[config.mk]
export PLATFORM = sky130hd
export DESIGN_NAME = bfv_scale
export DESIGN_NICKNAME = d
export VERILOG_FILES = /design/src/hdl/bfv_pkg.sv /design/src/hdl/bfv_scale.sv
export SDC_FILE = /design/constraint.sdc
export NUM_CORES = 2
export LEC_CHECK = 0
export BUFFER_PORTS_ARGS = -buffer_cell sky130_fd_sc_hd__buf_2
export CORE_UTILIZATION = 55
export CTS_CLUSTER_DIAMETER = 200
export DETAILED_ROUTE_END_ITERATION = 10
export PLACE_DENSITY = 0.86
export SLEW_MARGIN = 20
export SYNTH_ARGS = -nofsm -noshare
export SYNTH_HDL_FRONTEND = slang
export SYNTH_SLANG_ARGS = --single-unit
[constraint.sdc]
create_clock -name aclk -period 8.7 [get_ports aclk]
set_input_delay 2.61 -clock aclk [delete_from_list [all_inputs] [get_ports aclk]]
set_output_delay 2.61 -clock aclk [all_outputs]
set_load 0.1 [all_outputs]
[src/hdl/bfv_pkg.sv]
// Shared types and constants for the border feather vignette.
package bfv_pkg;

    // Field widths fixed by the pixel format.
    localparam int POS_W   = 7;
    localparam int SIDE_W  = 8;
    localparam int STEP_W  = 16;
    localparam int CHAN_W  = 8;
    localparam int DIST_W  = 8;
    localparam int Q16_W   = 17;
    localparam int CFG_IDX_W = 2;
    localparam int CFG_DATA_W = 16;

    // 1.0 in Q1.16 and the smoothstep constant 3.0 in Q2.16.
    localparam logic [Q16_W-1:0] ONE_Q16   = 17'h10000;
    localparam logic [17:0]      THREE_Q16 = 18'h30000;

    typedef enum logic [CFG_IDX_W-1:0] {
        CFG_IMAGE_WIDTH  = 2'd0,
        CFG_IMAGE_HEIGHT = 2'd1,
        CFG_COLUMN_STEP  = 2'd2,
        CFG_ROW_STEP     = 2'd3
    } cfg_index_t;

    typedef struct packed {
        logic [POS_W-1:0]  column;
        logic [POS_W-1:0]  row;
        logic [CHAN_W-1:0] red_in;
        logic [CHAN_W-1:0] green_in;
        logic [CHAN_W-1:0] blue_in;
        logic [CHAN_W-1:0] alpha_in;
    } pixel_in_t;

    typedef struct packed {
        logic [CHAN_W-1:0] red_out;
        logic [CHAN_W-1:0] green_out;
        logic [CHAN_W-1:0] blue_out;
        logic [CHAN_W-1:0] alpha_out;
    } pixel_out_t;

endpackage

[src/hdl/bfv_scale.sv]
// Fade computation and per-channel scaling over two pipeline stages.
module bfv_scale (
    input  logic                      aclk,
    input  logic [1:0]                stage_en,
    input  logic [bfv_pkg::Q16_W-1:0] col_value,
    input  logic [bfv_pkg::Q16_W-1:0] row_value,
    input  bfv_pkg::pixel_in_t        pix_in,
    output bfv_pkg::pixel_out_t       pix_out
);
    import bfv_pkg::*;

    logic [Q16_W-1:0]  fade_reg, fade_next;
    pixel_in_t         pix_reg;
    pixel_out_t        out_reg, out_next;

    logic [33:0]       mask_sum;

    // Fade is one minus the rounded product of the two axis values.
    always_comb begin
        mask_sum  = {17'd0, col_value} * {17'd0, row_value} + 34'h8000;
        fade_next = ONE_Q16 - mask_sum[32:16];
    end

    function automatic logic [CHAN_W-1:0] scale_chan(input logic [CHAN_W-1:0] chan,
                                                     input logic [Q16_W-1:0] fade);
        logic [24:0] prod;
        prod = {17'd0, chan} * {8'd0, fade} + 25'h8000;
        return prod[23:16];
    endfunction

    always_comb begin
        out_next.red_out   = scale_chan(pix_reg.red_in, fade_reg);
        out_next.green_out = scale_chan(pix_reg.green_in, fade_reg);
        out_next.blue_out  = scale_chan(pix_reg.blue_in, fade_reg);
        out_next.alpha_out = scale_chan(pix_reg.alpha_in, fade_reg);
    end

    always_ff @(posedge aclk) begin
        if (stage_en[0]) begin
            fade_reg <= fade_next;
            pix_reg  <= pix_in;
        end
        if (stage_en[1]) begin
            out_reg <= out_next;
        end
    end

    assign pix_out = out_reg;

endmodule

=== Word level (Yosys, flattened, before mapping) ===
Index checks and enable logic that the tools add are counted.

* Register bits: 81
* Latch bits: 0
* Bits in writable memories: 0
* Memory bits (read-only): 0
* Output and inout port bits: 32
* Logic and storage cells: 20
* Memories: 0

* $add $sub $neg: 6
* Multipliers: 5
* Divide/modulo/power cells: 0
* Order comparisons: 0
* Eq/ne operators: 0
* Shift operators: 0
* Multiplexer cells: 0
* Bitwise gates (word level): 0
* Reduce and logical (&&, ||, !) cells: 0

{| class="wikitable"
|+ Operators by type and width
! operator !! number
|-
| $add A24 B16 Y24 const B || 4
|-
| $mul A8 B17 Y24 || 4
|-
| $add A33 B16 Y33 const B || 1
|-
| $mul A17 B17 Y33 || 1
|-
| $sub A17 B17 Y17 const A || 1
|}

=== Logic depth before layout (Yosys ltp) ===
* Word-level depth: 3
* Gate-level depth with buffers: 29
* Mapped depth without buffers: 28

=== Worst setup path before layout ===
No wires, ideal clock.

* Path type: input -> register
* From: input port row_value[2] in the netlist's numbering
* To: register fade_reg[15], data pin
* Setup time: 0.265 ns
* Arrival: 8.847 ns
* Data required time: 8.435 ns
* Path slack: -0.412 ns
* Stages on the path: 24
* Cells stage by stage: clkbuf_1 nand2_1 fa_1 fa_1 fa_1 fa_1 inv_1 fa_1 inv_1 fa_1 inv_1 ha_1 a21o_1 a211o_1 a211o_1 a31oi_1 xor2_1 nor3b_1 and3_1 nand4b_1 nor3_4 o21ai_2 a211oi_2 xor2_1

* Word-level cells in the longest chain between the ends: 3

{| class="wikitable"
|+ Ends and longest elaborated chain
! item !! line !! source
|-
| start, declared || bfv_scale.sv:6 || <nowiki>input logic [bfv_pkg::Q16_W-1:0] row_value,</nowiki>
|-
| $mul A17 B17 Y33 || bfv_scale.sv:20 || <nowiki>mask_sum = {17'd0, col_value} * {17'd0, row_value} + 34'h8000;</nowiki>
|-
| $add A33 B16 Y33 || bfv_scale.sv:20 ||
|-
| $sub A17 B17 Y17 || bfv_scale.sv:21 || <nowiki>fade_next = ONE_Q16 - mask_sum[32:16];</nowiki>
|-
| via fade_next[15] || bfv_scale.sv:12 || <nowiki>logic [Q16_W-1:0] fade_reg, fade_next;</nowiki>
|-
| end signal, assigned || bfv_scale.sv:40 || <nowiki>fade_reg <= fade_next;</nowiki>
|-
| end, declared || bfv_scale.sv:12 ||
|}

The timed path passes the listed nets, and every way through them passes these cells.
A chain may end at the register's enable or synchronous reset.

=== Worst setup path after layout ===
* From: input port row_value[5] in the netlist's numbering
* To: register fade_reg[15], data pin

Same word-level chain as after synthesis.

==> results.sh <==
export IMPL_ys_types=56
export IMPL_vias=19964
export IMPL_worstPathMaxFanout=10
export IMPL_die_y_um=226
export IMPL_placed_cells=3762
export IMPL_top_layer="met5"
export IMPL_hold_ws_ps=1080
export IMPL_h_tree_depth=3
export IMPL_final_hold_violation_count=0
export IMPL_maxCapViolCount=0
export IMPL_cts_buffers=9
export IMPL_die_w_um=226
export IMPL_core_area_um2=49300
export IMPL_cts_max_path_buffers=2
export IMPL_slew_violations=0
export IMPL_cts_sinks=81
export IMPL_syn_inst=2997
export IMPL_cts_tree="built"
export IMPL_fin_skew_ps=9.31
export IMPL_drt_initial_drc_count=839
export IMPL_grt_pass1_wl_um=101000
export IMPL_hpwl_um=48200
export IMPL_via_per_inst=5.28
export IMPL_grt_pass1_vias=22336
export IMPL_fin_crit_sh=1.01
export IMPL_first_pass_iters=5
export IMPL_synth_top_flop_cell="edfxtp_1"
export IMPL_slowest_delay_ps=540
export IMPL_max_freq_ghz=0.114
export IMPL_slowest_stage="fa_1"
export IMPL_postSynthAreaPerCell_um2=9.24
export IMPL_post_place_ws_ps=-406
export IMPL_placementRows=81
export IMPL_drt_wirelength_per_cell_um=15.4
export IMPL_status="finished, violations left"
export IMPL_synth_area_um2=27700
export IMPL_violations="setup timing"
export IMPL_synth_seq_cells=81
export IMPL_async_flop_share=0
export IMPL_insertion_delay_ps=370
export IMPL_cp_arrival_ps=8880
export IMPL_dieArea_um2=51200
export IMPL_crit_top_cell="fa_1"
export IMPL_io_pins=115
export IMPL_drive_gt1_frac=0.0872
export IMPL_yosys_warnings=0
export IMPL_wl_met2_um=31800
export IMPL_place_gp_congestion=0.894
export IMPL_drc_errors=0
export IMPL_finalSetupViolations=1
export IMPL_seq_area_frac_synth=0.0879
export IMPL_wl_met1_um=22500
export IMPL_end_kind="flip-flop"
export IMPL_worst_ep_required_time_ps=8810
export IMPL_fin_nets=4096
export IMPL_wl_um=58400
export IMPL_final_cell_mix="inv_1, fa_1, and2_1, nand2_1, ha_1"
export IMPL_syn2layout_area_growth_pct=8.24
export IMPL_fin_crit_ps=8760
export IMPL_grt_usage=0.245
export IMPL_port_buffers=100
export IMPL_tightest_slew_ps=794
export IMPL_clock_root_buffer="clkbuf_16"
export IMPL_critPathKind="in2reg"
export IMPL_rsz0062_at_grt="yes"
export IMPL_antenna_found_initial=1
export IMPL_start_kind="input pin"
export IMPL_fin_cells=3782
export IMPL_path_buf_inv=5
export IMPL_grt_max_degree=50
export IMPL_antenna_left=0
export IMPL_fin_ws_ps=-62.5
export IMPL_crit_family="adder cells"
export IMPL_antenna_cells=0
export IMPL_wl_met3_um=2920
export IMPL_clk_pin_slew_ps=60
export IMPL_final_common_cell="inv_1"
export IMPL_synth_fp_nets=3980
export IMPL_synth_edf_count=81
export IMPL_initial_core_util=0.562
export IMPL_slew_headroom=0.457
export IMPL_grt_overflow_total=0
export IMPL_cts_hold_buf=0
export IMPL_min_path_type="reg2reg"
[layout make-up]
| class | count | area, um^2 |
|---|---|---|
| multi-input cells | 2083 | 22200 |
| inverters | 704 | 2640 |
| fillers | 3880 | 19300 |
| well taps | 664 | 831 |
| repair buffers | 234 | 1560 |
| clock inverters | 6 | 66.3 |
| clock buffers | 10 | 229 |
| flip-flops and latches | 81 | 2430 |
[per-layer routing]
layer  GRT usage  vias to the layer above
li1            -                     9101
met1       0.281                    10147
met2       0.473                      585
met3      0.0282                      129
met4      0.0754                        2
met5           0                        -
[Yosys cell counts, types with 2 or more instances]
library cell	number	area share
inv_1	704	0.095
fa_1	575	0.42
and2_1	439	0.099
nand2_1	398	0.054
ha_1	325	0.15
clkbuf_1	129	0.017
edfxtp_1	81	0.088
nor2_1	53	0.0072
xnor2_1	48	0.015
a21oi_1	36	0.0065
a21o_1	22	0.0060
xor2_1	21	0.0066
nor3_1	20	0.0036
o21a_1	19	0.0052
o21ai_0	15	0.0027
and3_1	11	0.0025
nand4_1	11	0.0025
nand3_1	9	0.0016
nand2b_1	7	0.0016
a211o_1	6	0.0019
a211oi_1	6	0.0016
o21bai_1	6	0.0016
nor4_1	5	0.0011
nor2b_1	4	0.00090
a31oi_1	3	0.00068
nand3b_1	3	0.00081
o211a_1	3	0.0011
o211ai_1	3	0.00081
a2111oi_0	2	0.00063
a21boi_0	2	0.00054
a311o_1	2	0.00072
a31o_1	2	0.00063
nor3b_1	2	0.00054
o31ai_1	2	0.00054
or2_2	2	0.00045
[final timing paths]
path                startpoint  depth (start not counted)           end  slack, ps
hold / removal    fade_reg[16]                          4   pix_out[15]       1080
setup reg to reg   pix_reg[18]                         18   pix_out[23]       2300
hold reg to reg   fade_reg[16]                          4   pix_out[15]       1080
setup / recovery  row_value[5]                         25  fade_reg[15]        -60
[tightest hold or removal path, stage by stage, from the launching register on]
cell	delay [ps]
edfxtp_1	370
buf_4	260
nand2_1	110
xnor2_1	80
xnor2_1	140
[cell families after synthesis]
family,Yosys count,synth area share
AO/OA/AOI/OAI,141,0.0353
XOR/XNOR,69,0.0218
multiplexers,1,0.000362
buffers and inverters,833,0.113
adder cells (fa/ha/maj),900,0.563
AND/OR/NAND/NOR,972,0.179
flip-flops,81,0.0879
[metrics by stage]
step,TNS [ps],area (um^2),utilization
after global placement,-1450,29600,0.600
after detailed placement,-1490,29600,0.600
after global routing,-670,30000,0.608
final,-62.5,30000,0.608
after floorplan,-23.7,27800,-
after CTS,0,29900,0.606
[what timing repair did]
item,4_1_cts,5_1_grt
pin swaps,2,10
gates resized for setup,1,13
endpoints found under the setup margin,2,5
cloned,0,0
setup buffers,0,2
Power is left out: the tool's default activity adds up to more than one toggle a clock period on the data nets, which glitch-free logic cannot reach.
