`src/hdl/bfv_pkg.sv`:
```
// Shared types and constants for the border feather vignette.
package bfv_pkg;

    // Field widths fixed by the pixel format.
    localparam int POS_W   = 7;
    localparam int SIDE_W  = 8;
    localparam int STEP_W  = 16;
    localparam int CHAN_W  = 8;
    localparam int DIST_W  = 8;
    localparam int Q16_W   = 17;
    localparam int CFG_IDX_W = 2;
    localparam int CFG_DATA_W = 16;

    // 1.0 in Q1.16 and the smoothstep constant 3.0 in Q2.16.
    localparam logic [Q16_W-1:0] ONE_Q16   = 17'h10000;
    localparam logic [17:0]      THREE_Q16 = 18'h30000;

    typedef enum logic [CFG_IDX_W-1:0] {
        CFG_IMAGE_WIDTH  = 2'd0,
        CFG_IMAGE_HEIGHT = 2'd1,
        CFG_COLUMN_STEP  = 2'd2,
        CFG_ROW_STEP     = 2'd3
    } cfg_index_t;

    typedef struct packed {
        logic [POS_W-1:0]  column;
        logic [POS_W-1:0]  row;
        logic [CHAN_W-1:0] red_in;
        logic [CHAN_W-1:0] green_in;
        logic [CHAN_W-1:0] blue_in;
        logic [CHAN_W-1:0] alpha_in;
    } pixel_in_t;

    typedef struct packed {
        logic [CHAN_W-1:0] red_out;
        logic [CHAN_W-1:0] green_out;
        logic [CHAN_W-1:0] blue_out;
        logic [CHAN_W-1:0] alpha_out;
    } pixel_out_t;

endpackage

```
`src/hdl/bfv_axis.sv`:
```
// Per-axis border distance, ramp and smoothstep over four pipeline stages.
module bfv_axis (
    input  logic                       aclk,
    input  logic [3:0]                 stage_en,
    input  logic [bfv_pkg::POS_W-1:0]  pos,
    input  logic [bfv_pkg::SIDE_W-1:0] side,
    input  logic [bfv_pkg::STEP_W-1:0] step,
    output logic [bfv_pkg::Q16_W-1:0]  axis_value
);
    import bfv_pkg::*;

    logic [DIST_W-1:0]  dist_reg, dist_next;
    logic [Q16_W-1:0]   ramp_reg, ramp_next;
    logic [32:0]        ramp_sq_reg, ramp_sq_next;
    logic [17:0]        cubic_k_reg, cubic_k_next;
    logic [Q16_W-1:0]   smooth_reg, smooth_next;

    logic [7:0]         near_dist;
    logic [8:0]         far_dist;
    logic [23:0]        ramp_prod;
    logic [50:0]        smooth_sum;

    // Stage 1: half-sample distance to the nearer border.
    always_comb begin
        near_dist = {pos, 1'b1};
        far_dist  = {side, 1'b0} - {1'b0, pos, 1'b1};
        if ({1'b0, pos} >= side) begin
            dist_next = '0;
        end else if ({1'b0, near_dist} < far_dist) begin
            dist_next = near_dist;
        end else begin
            dist_next = far_dist[7:0];
        end
    end

    // Stage 2: ramp, saturated at one.
    always_comb begin
        ramp_prod = {8'd0, step} * {16'd0, dist_reg};
        if (ramp_prod > {7'd0, ONE_Q16}) begin
            ramp_next = ONE_Q16;
        end else begin
            ramp_next = ramp_prod[Q16_W-1:0];
        end
    end

    // Stage 3: square of the ramp and the (3 - 2t) factor.
    always_comb begin
        ramp_sq_next = {16'd0, ramp_reg} * {16'd0, ramp_reg};
        cubic_k_next = THREE_Q16 - {ramp_reg, 1'b0};
    end

    // Stage 4: final product, rounded half up back to Q1.16.
    always_comb begin
        smooth_sum  = {18'd0, ramp_sq_reg} * {33'd0, cubic_k_reg} + 51'h0_8000_0000;
        smooth_next = smooth_sum[48:32];
    end

    always_ff @(posedge aclk) begin
        if (stage_en[0]) begin
            dist_reg <= dist_next;
        end
        if (stage_en[1]) begin
            ramp_reg <= ramp_next;
        end
        if (stage_en[2]) begin
            ramp_sq_reg <= ramp_sq_next;
            cubic_k_reg <= cubic_k_next;
        end
        if (stage_en[3]) begin
            smooth_reg <= smooth_next;
        end
    end

    assign axis_value = smooth_reg;

endmodule

```
`config.mk`:
```
export PLATFORM = sky130hd
export DESIGN_NAME = bfv_axis
export DESIGN_NICKNAME = d
export VERILOG_FILES = /design/src/hdl/bfv_pkg.sv /design/src/hdl/bfv_axis.sv
export SDC_FILE = /design/constraint.sdc
export NUM_CORES = 2
export LEC_CHECK = 0
export ABC_AREA = 1
export BUFFER_PORTS_ARGS = -buffer_cell sky130_fd_sc_hd__clkbuf_2
export CAP_MARGIN = 5
export CELL_PAD_IN_SITES_DETAIL_PLACEMENT = 0
export CELL_PAD_IN_SITES_GLOBAL_PLACEMENT = 1
export CORE_UTILIZATION = 30
export CTS_BUF_LIST = sky130_fd_sc_hd__clkbuf_8
export CTS_CLUSTER_DIAMETER = 50
export DETAILED_ROUTE_END_ITERATION = 8
export GPL_ROUTABILITY_DRIVEN = 0
export PLACE_DENSITY = 0.55
export SYNTH_ARGS = -nofsm -noshare
export SYNTH_HDL_FRONTEND = slang
export SYNTH_SLANG_ARGS = --single-unit
```
`constraint.sdc`:
```
create_clock -name aclk -period 11.45 [get_ports aclk]
set_input_delay 1.145 -clock aclk [delete_from_list [all_inputs] [get_ports aclk]]
set_output_delay 1.145 -clock aclk [all_outputs]
set_load 0.05 [all_outputs]
```
## After elaboration in Yosys (flattened, before gate mapping)

Cells that the tools add are included.

| word-level totals | value |
|---|---|
| register bits after elaboration | 93 |
| word-level logic and storage cells | 15 |
| input port bits | 36 |
| output and inout bits | 17 |

| operators by class | value |
|---|---|
| magnitude comparators | 3 |
| add/subtract/negate cells | 3 |
| mux-type cells | 1 |
| multiply operators | 3 |

Operators with widths:

| operator | number |
|---|---|
| $add A49 B32 Y49 const B | 1 |
| $mul A33 B18 Y49 | 1 |
| $mul A17 B17 Y33 | 1 |
| $gt A24 B17 Y1 const B | 1 |
| $mul A16 B8 Y24 | 1 |
| $sub A18 B18 Y18 const A | 1 |
| $lt A8 B9 Y1 | 1 |
| $sub A9 B8 Y9 | 1 |
| $ge A7 B8 Y1 | 1 |
| $mux W8 | 1 |

## Depth between registers and ports, before layout

| logic depth | value |
|---|---|
| depth in word-level cells | 3 |
| mapped depth | 28 |
| depth with buffers taken out | 26 |

## Worst setup path before layout

OpenSTA, ideal clock, no wires.

| timing | value |
|---|---|
| path kind | register to register |
| start | register ramp_reg[4] |
| end | register ramp_sq_reg[26] (data pin) |
| data required time | 11.192 ns |
| library setup time | 0.258 ns |
| data arrival time | 5.648 ns |
| period minus slack after synthesis | 5.906 ns |
| buffers on the path | 3 |
| path slack | 5.544 ns |
| cell stages (with the launch flop) | 25 |
| path through | edfxtp_1 -> clkbuf_1 -> buf_1 -> nand2_1 -> fa_1 -> inv_1 -> fa_1 -> inv_1 -> fa_1 -> inv_1 -> fa_1 -> inv_1 -> fa_1 -> inv_1 -> fa_1 -> ha_1 -> clkbuf_1 -> a21o_1 -> a21boi_1 -> nor2_1 -> nor2_1 -> a21boi_1 -> nor2_1 -> nor2_1 -> xnor2_1 |

| between the ends | value |
|---|---|
| cells in the longest elaborated chain, start to end | 1 |

Ends and longest elaborated chain:

| what | line | text |
|---|---|---|
| start: declaration | bfv_axis.sv:13 | `logic [Q16_W-1:0] ramp_reg, ramp_next;` |
| start signal: assignment | bfv_axis.sv:63 | `ramp_reg <= ramp_next;` |
| $mul A17 B17 Y33 | bfv_axis.sv:48 | `ramp_sq_next = {16'd0, ramp_reg} * {16'd0, ramp_reg};` |
| net ramp_sq_next[26] | bfv_axis.sv:14 | `logic [32:0] ramp_sq_reg, ramp_sq_next;` |
| end signal: assignment | bfv_axis.sv:66 | `ramp_sq_reg <= ramp_sq_next;` |
| end: declaration | bfv_axis.sv:14 |  |

The timed path passes the listed nets, and every way through them passes these cells.
A chain may end at the register's enable or synchronous reset.

## Worst setup path in the final report

| timing | value |
|---|---|
| start | register cubic_k_reg[7] |
| end | register smooth_reg[6] (netlist: axis_value[6]) (data pin) |

| between the ends | value |
|---|---|
| cells in the longest elaborated chain, start to end | 2 |

Ends and longest elaborated chain:

| what | line | text |
|---|---|---|
| start: declaration | bfv_axis.sv:15 | `logic [17:0] cubic_k_reg, cubic_k_next;` |
| start signal: assignment | bfv_axis.sv:67 | `cubic_k_reg <= cubic_k_next;` |
| $mul A33 B18 Y49 | bfv_axis.sv:54 | `smooth_sum = {18'd0, ramp_sq_reg} * {33'd0, cubic_k_reg} + 51'h0_8000_0000;` |
| $add A49 B32 Y49 | bfv_axis.sv:54 |  |
| net smooth_sum[38] | bfv_axis.sv:21 | `logic [50:0] smooth_sum;` |
| end signal: assignment | bfv_axis.sv:70 | `smooth_reg <= smooth_next;` |
| end: declaration | bfv_axis.sv:16 | `logic [Q16_W-1:0] smooth_reg, smooth_next;` |

The timed path passes the listed nets, and every way through them passes these cells.

==> metrics.md <==
| Metric | Value |
|---|---|
| Post-route minimum period | `6.73 ns` |
| Slew margin rel. | `30.2%` |
| Setup Viol. Count Final | `0` |
| Residual DRC count | `0` |
| Register area share after synthesis | `7.52%` |
| DRC violation total after the first TritonRoute iteration | `1066` |
| Row cnt | `126` |
| Netlist cell types | `42` |
| Synth Flop Type | `edfxtp_1` |
| Synthesized flop and latch total | `90` |
| RSZ-0062 raised after global routing | `no` |
| Final hold violation count | `0` |
| Via/cell ratio | `4.30` |
| Most common library cells after synthesis | `1549 x inv_1, 1114 x nand2_1, 732 x fa_1, 347 x ha_1, 169 x clkbuf_1` |
| Ports | `53` |
| Core ar. | `0.118 mm^2` |
| Kind of critical path | `reg2reg` |
| Hold buffer count at cts | `0` |
| Clk_skew | `0.0222 ns` |
| WL final | `98800 um` |
| Antenna violations before repair | `1` |
| CP max FO | `17` |
| Worst skew pair latency | `0.47 ns` |
| WL met3 | `2160 um` |
| Full die area | `0.121 mm^2` |
| Post-DP HPWL | `80900 um` |
| Worst hold path class | `reg2reg` |
| Fin crit share | `58.8%` |
| Via count | `26500` |
| Cells after synthesis | `4639` |
| Share of layout cells above drive strength 1 | `2.85%` |
| Starting Density | `30.3%` |
| Final #Nets | `5674` |
| Max Cap Violations | `0` |
| Metal2 WL | `50300 um` |
| Number of flip-flops in the largest register | `32` |
| Final Slew Violations | `0` |
| YS warnings | `0` |
| CTS resizes | `0` |
| Root Buffer | `clkbuf_8` |
| Worst setup EP type | `register` |
| WP data arrival | `6.98 ns` |
| Die height | `348 um` |
| First-pass GRT wire length | `163000 um` |
| WP data required | `11.70 ns` |
| Post-synth top area cell | `fa_1` |
| Synth async-reset ratio | `0%` |
| Bufs on Longest Clock Path | `2` |
| Final ANT Viol Nets | `0` |
| Post-synth EDFFs | `90` |
| # fillers | `13000` |
| Status | `complete, no violations` |
| CTS tree | `done` |
| Clock slew at reported path FFs | `0.11 ns` |
| Worst slew pin tran | `1.05 ns` |
| Fin Setup TNS | `0 ns` |
| WL met1 | `45600 um` |
| Area contributors post-synth | `fa_1 41%, inv_1 16%, ha_1 12%` |
| Startpoint types | `register` |
| Tot GR Track Use | `17.1%` |
| Routed len/inst | `16.0 um` |
| Post-synth top area share | `40.8%` |
| CTS Sinks | `90` |
| Grt total ovfl | `0` |
| Syn-to-layout area delta | `5.59%` |
| Cts bufs inserted | `9` |
| Uppermost layer routed | `met4` |
| Post CTS Setup Buffer Count | `0` |
| Die width | `348 um` |
| IO buf count | `52` |
| Vias in the first global route | `29200` |
| Synth Area per Inst | `7.75 um^2` |
| Drt pass-1 iters | `5` |
| Syn Std Cell Area | `0.0359 mm^2` |
| F_max | `149 MHz` |
| Largest net degree at the start of global routing | `49` |
| H-tree depth | `3` |
| Top-count cell post-synth | `inv_1` |
[per-stage QoR]
step | setup WS (ns) | hold slack (ns) | util, % | std cells | cell area, um^2
detailed placement | 4.68 | 0.836 | 31.9 | 6148 | 37800
global route | 4.28 | 0.897 | 32.0 | 6164 | 37900
floorplan | 5.54 | 0.449 | - | 4646 | 36000
finish | 4.72 | 0.833 | 32.0 | 6165 | 37900
CTS | 4.64 | 0.853 | 32.0 | 6163 | 37900
global placement | 4.66 | 0.844 | 31.9 | 6148 | 37800
[critical path, stage by stage, from the launching register on]
cell      delay, ns
edfxtp_1       0.86
buf_4          0.40
nand2_1        0.08
inv_1          0.10
fa_1           0.41
inv_1          0.08
fa_1           0.44
fa_1           0.53
inv_1          0.07
fa_1           0.48
fa_1           0.51
inv_1          0.05
fa_1           0.47
inv_1          0.04
ha_1           0.30
a21oi_1        0.20
a21boi_0       0.47
o21ai_0        0.17
o21bai_1       0.23
o21ai_0        0.20
nand2_1        0.11
xor2_1         0.31
[layout make-up]
| cell class | count | area (um^2) | share of cell area, % |
|---|---|---|---|
| antenna | 2 | 5.00 | 0.0132 |
| clock buffer | 9 | 124 | 0.326 |
| clock inverter | 6 | 42.5 | 0.112 |
| inverter | 1551 | 5820 | 15.3 |
| multi-input combinational | 2819 | 26700 | 70.4 |
| sequential | 90 | 2700 | 7.12 |
| tap | 1600 | 2000 | 5.28 |
| timing repair buffer | 88 | 531 | 1.40 |
[cell usage in the layout (no fill, tap or decap), types with 26 or more instances in the layout]
cell type and count:
nand3_1 61, xor2_1 50, xnor2_1 26, nand4_1 26
nor2_1 149, nand2_1 1114, edfxtp_1 90, ha_1 347
clkbuf_2 52, a21oi_1 109, o21ai_0 66, buf_4 36
fa_1 732, inv_1 1550
[routing by layer]
metal | track usage [%] | up-vias
li1 | - | 12900
met1 | 22.3 | 13300
met2 | 31.6 | 271
met3 | 1.31 | 49
met4 | 2.02 | 0
met5 | 0 | -
[logic make-up after synthesis]
group                      count (synthesis)  share of synthesized area [%]
DFF                                       90                           7.52
other                                      2                         0.0209
adders and majority gates               1079                           52.9
xor gates and xnor gates                  76                           1.85
AOI/OAI and AO/OA                        245                           3.84
and+or+nand+nor                         1410                           15.7
buffers and inverters                   1737                           18.2
[final timing paths]
kind                                                 start                   endpoint  depth (start not counted)  slack [ns]
worst min-delay path            ramp_reg[16]$_SDFFCE_PN1P_  cubic_k_reg[17]$_DFFE_PP_                          2        0.83
worst min register to register  ramp_reg[16]$_SDFFCE_PN1P_  cubic_k_reg[17]$_DFFE_PP_                          2        0.83
worst max-delay path              cubic_k_reg[7]$_DFFE_PP_    axis_value[6]$_DFFE_PP_                         21        4.72
worst max register to register    cubic_k_reg[7]$_DFFE_PP_    axis_value[6]$_DFFE_PP_                         21        4.72
Power is not shown: default switching activity piles up to over one toggle a cycle in this logic, so the estimate is an artifact.
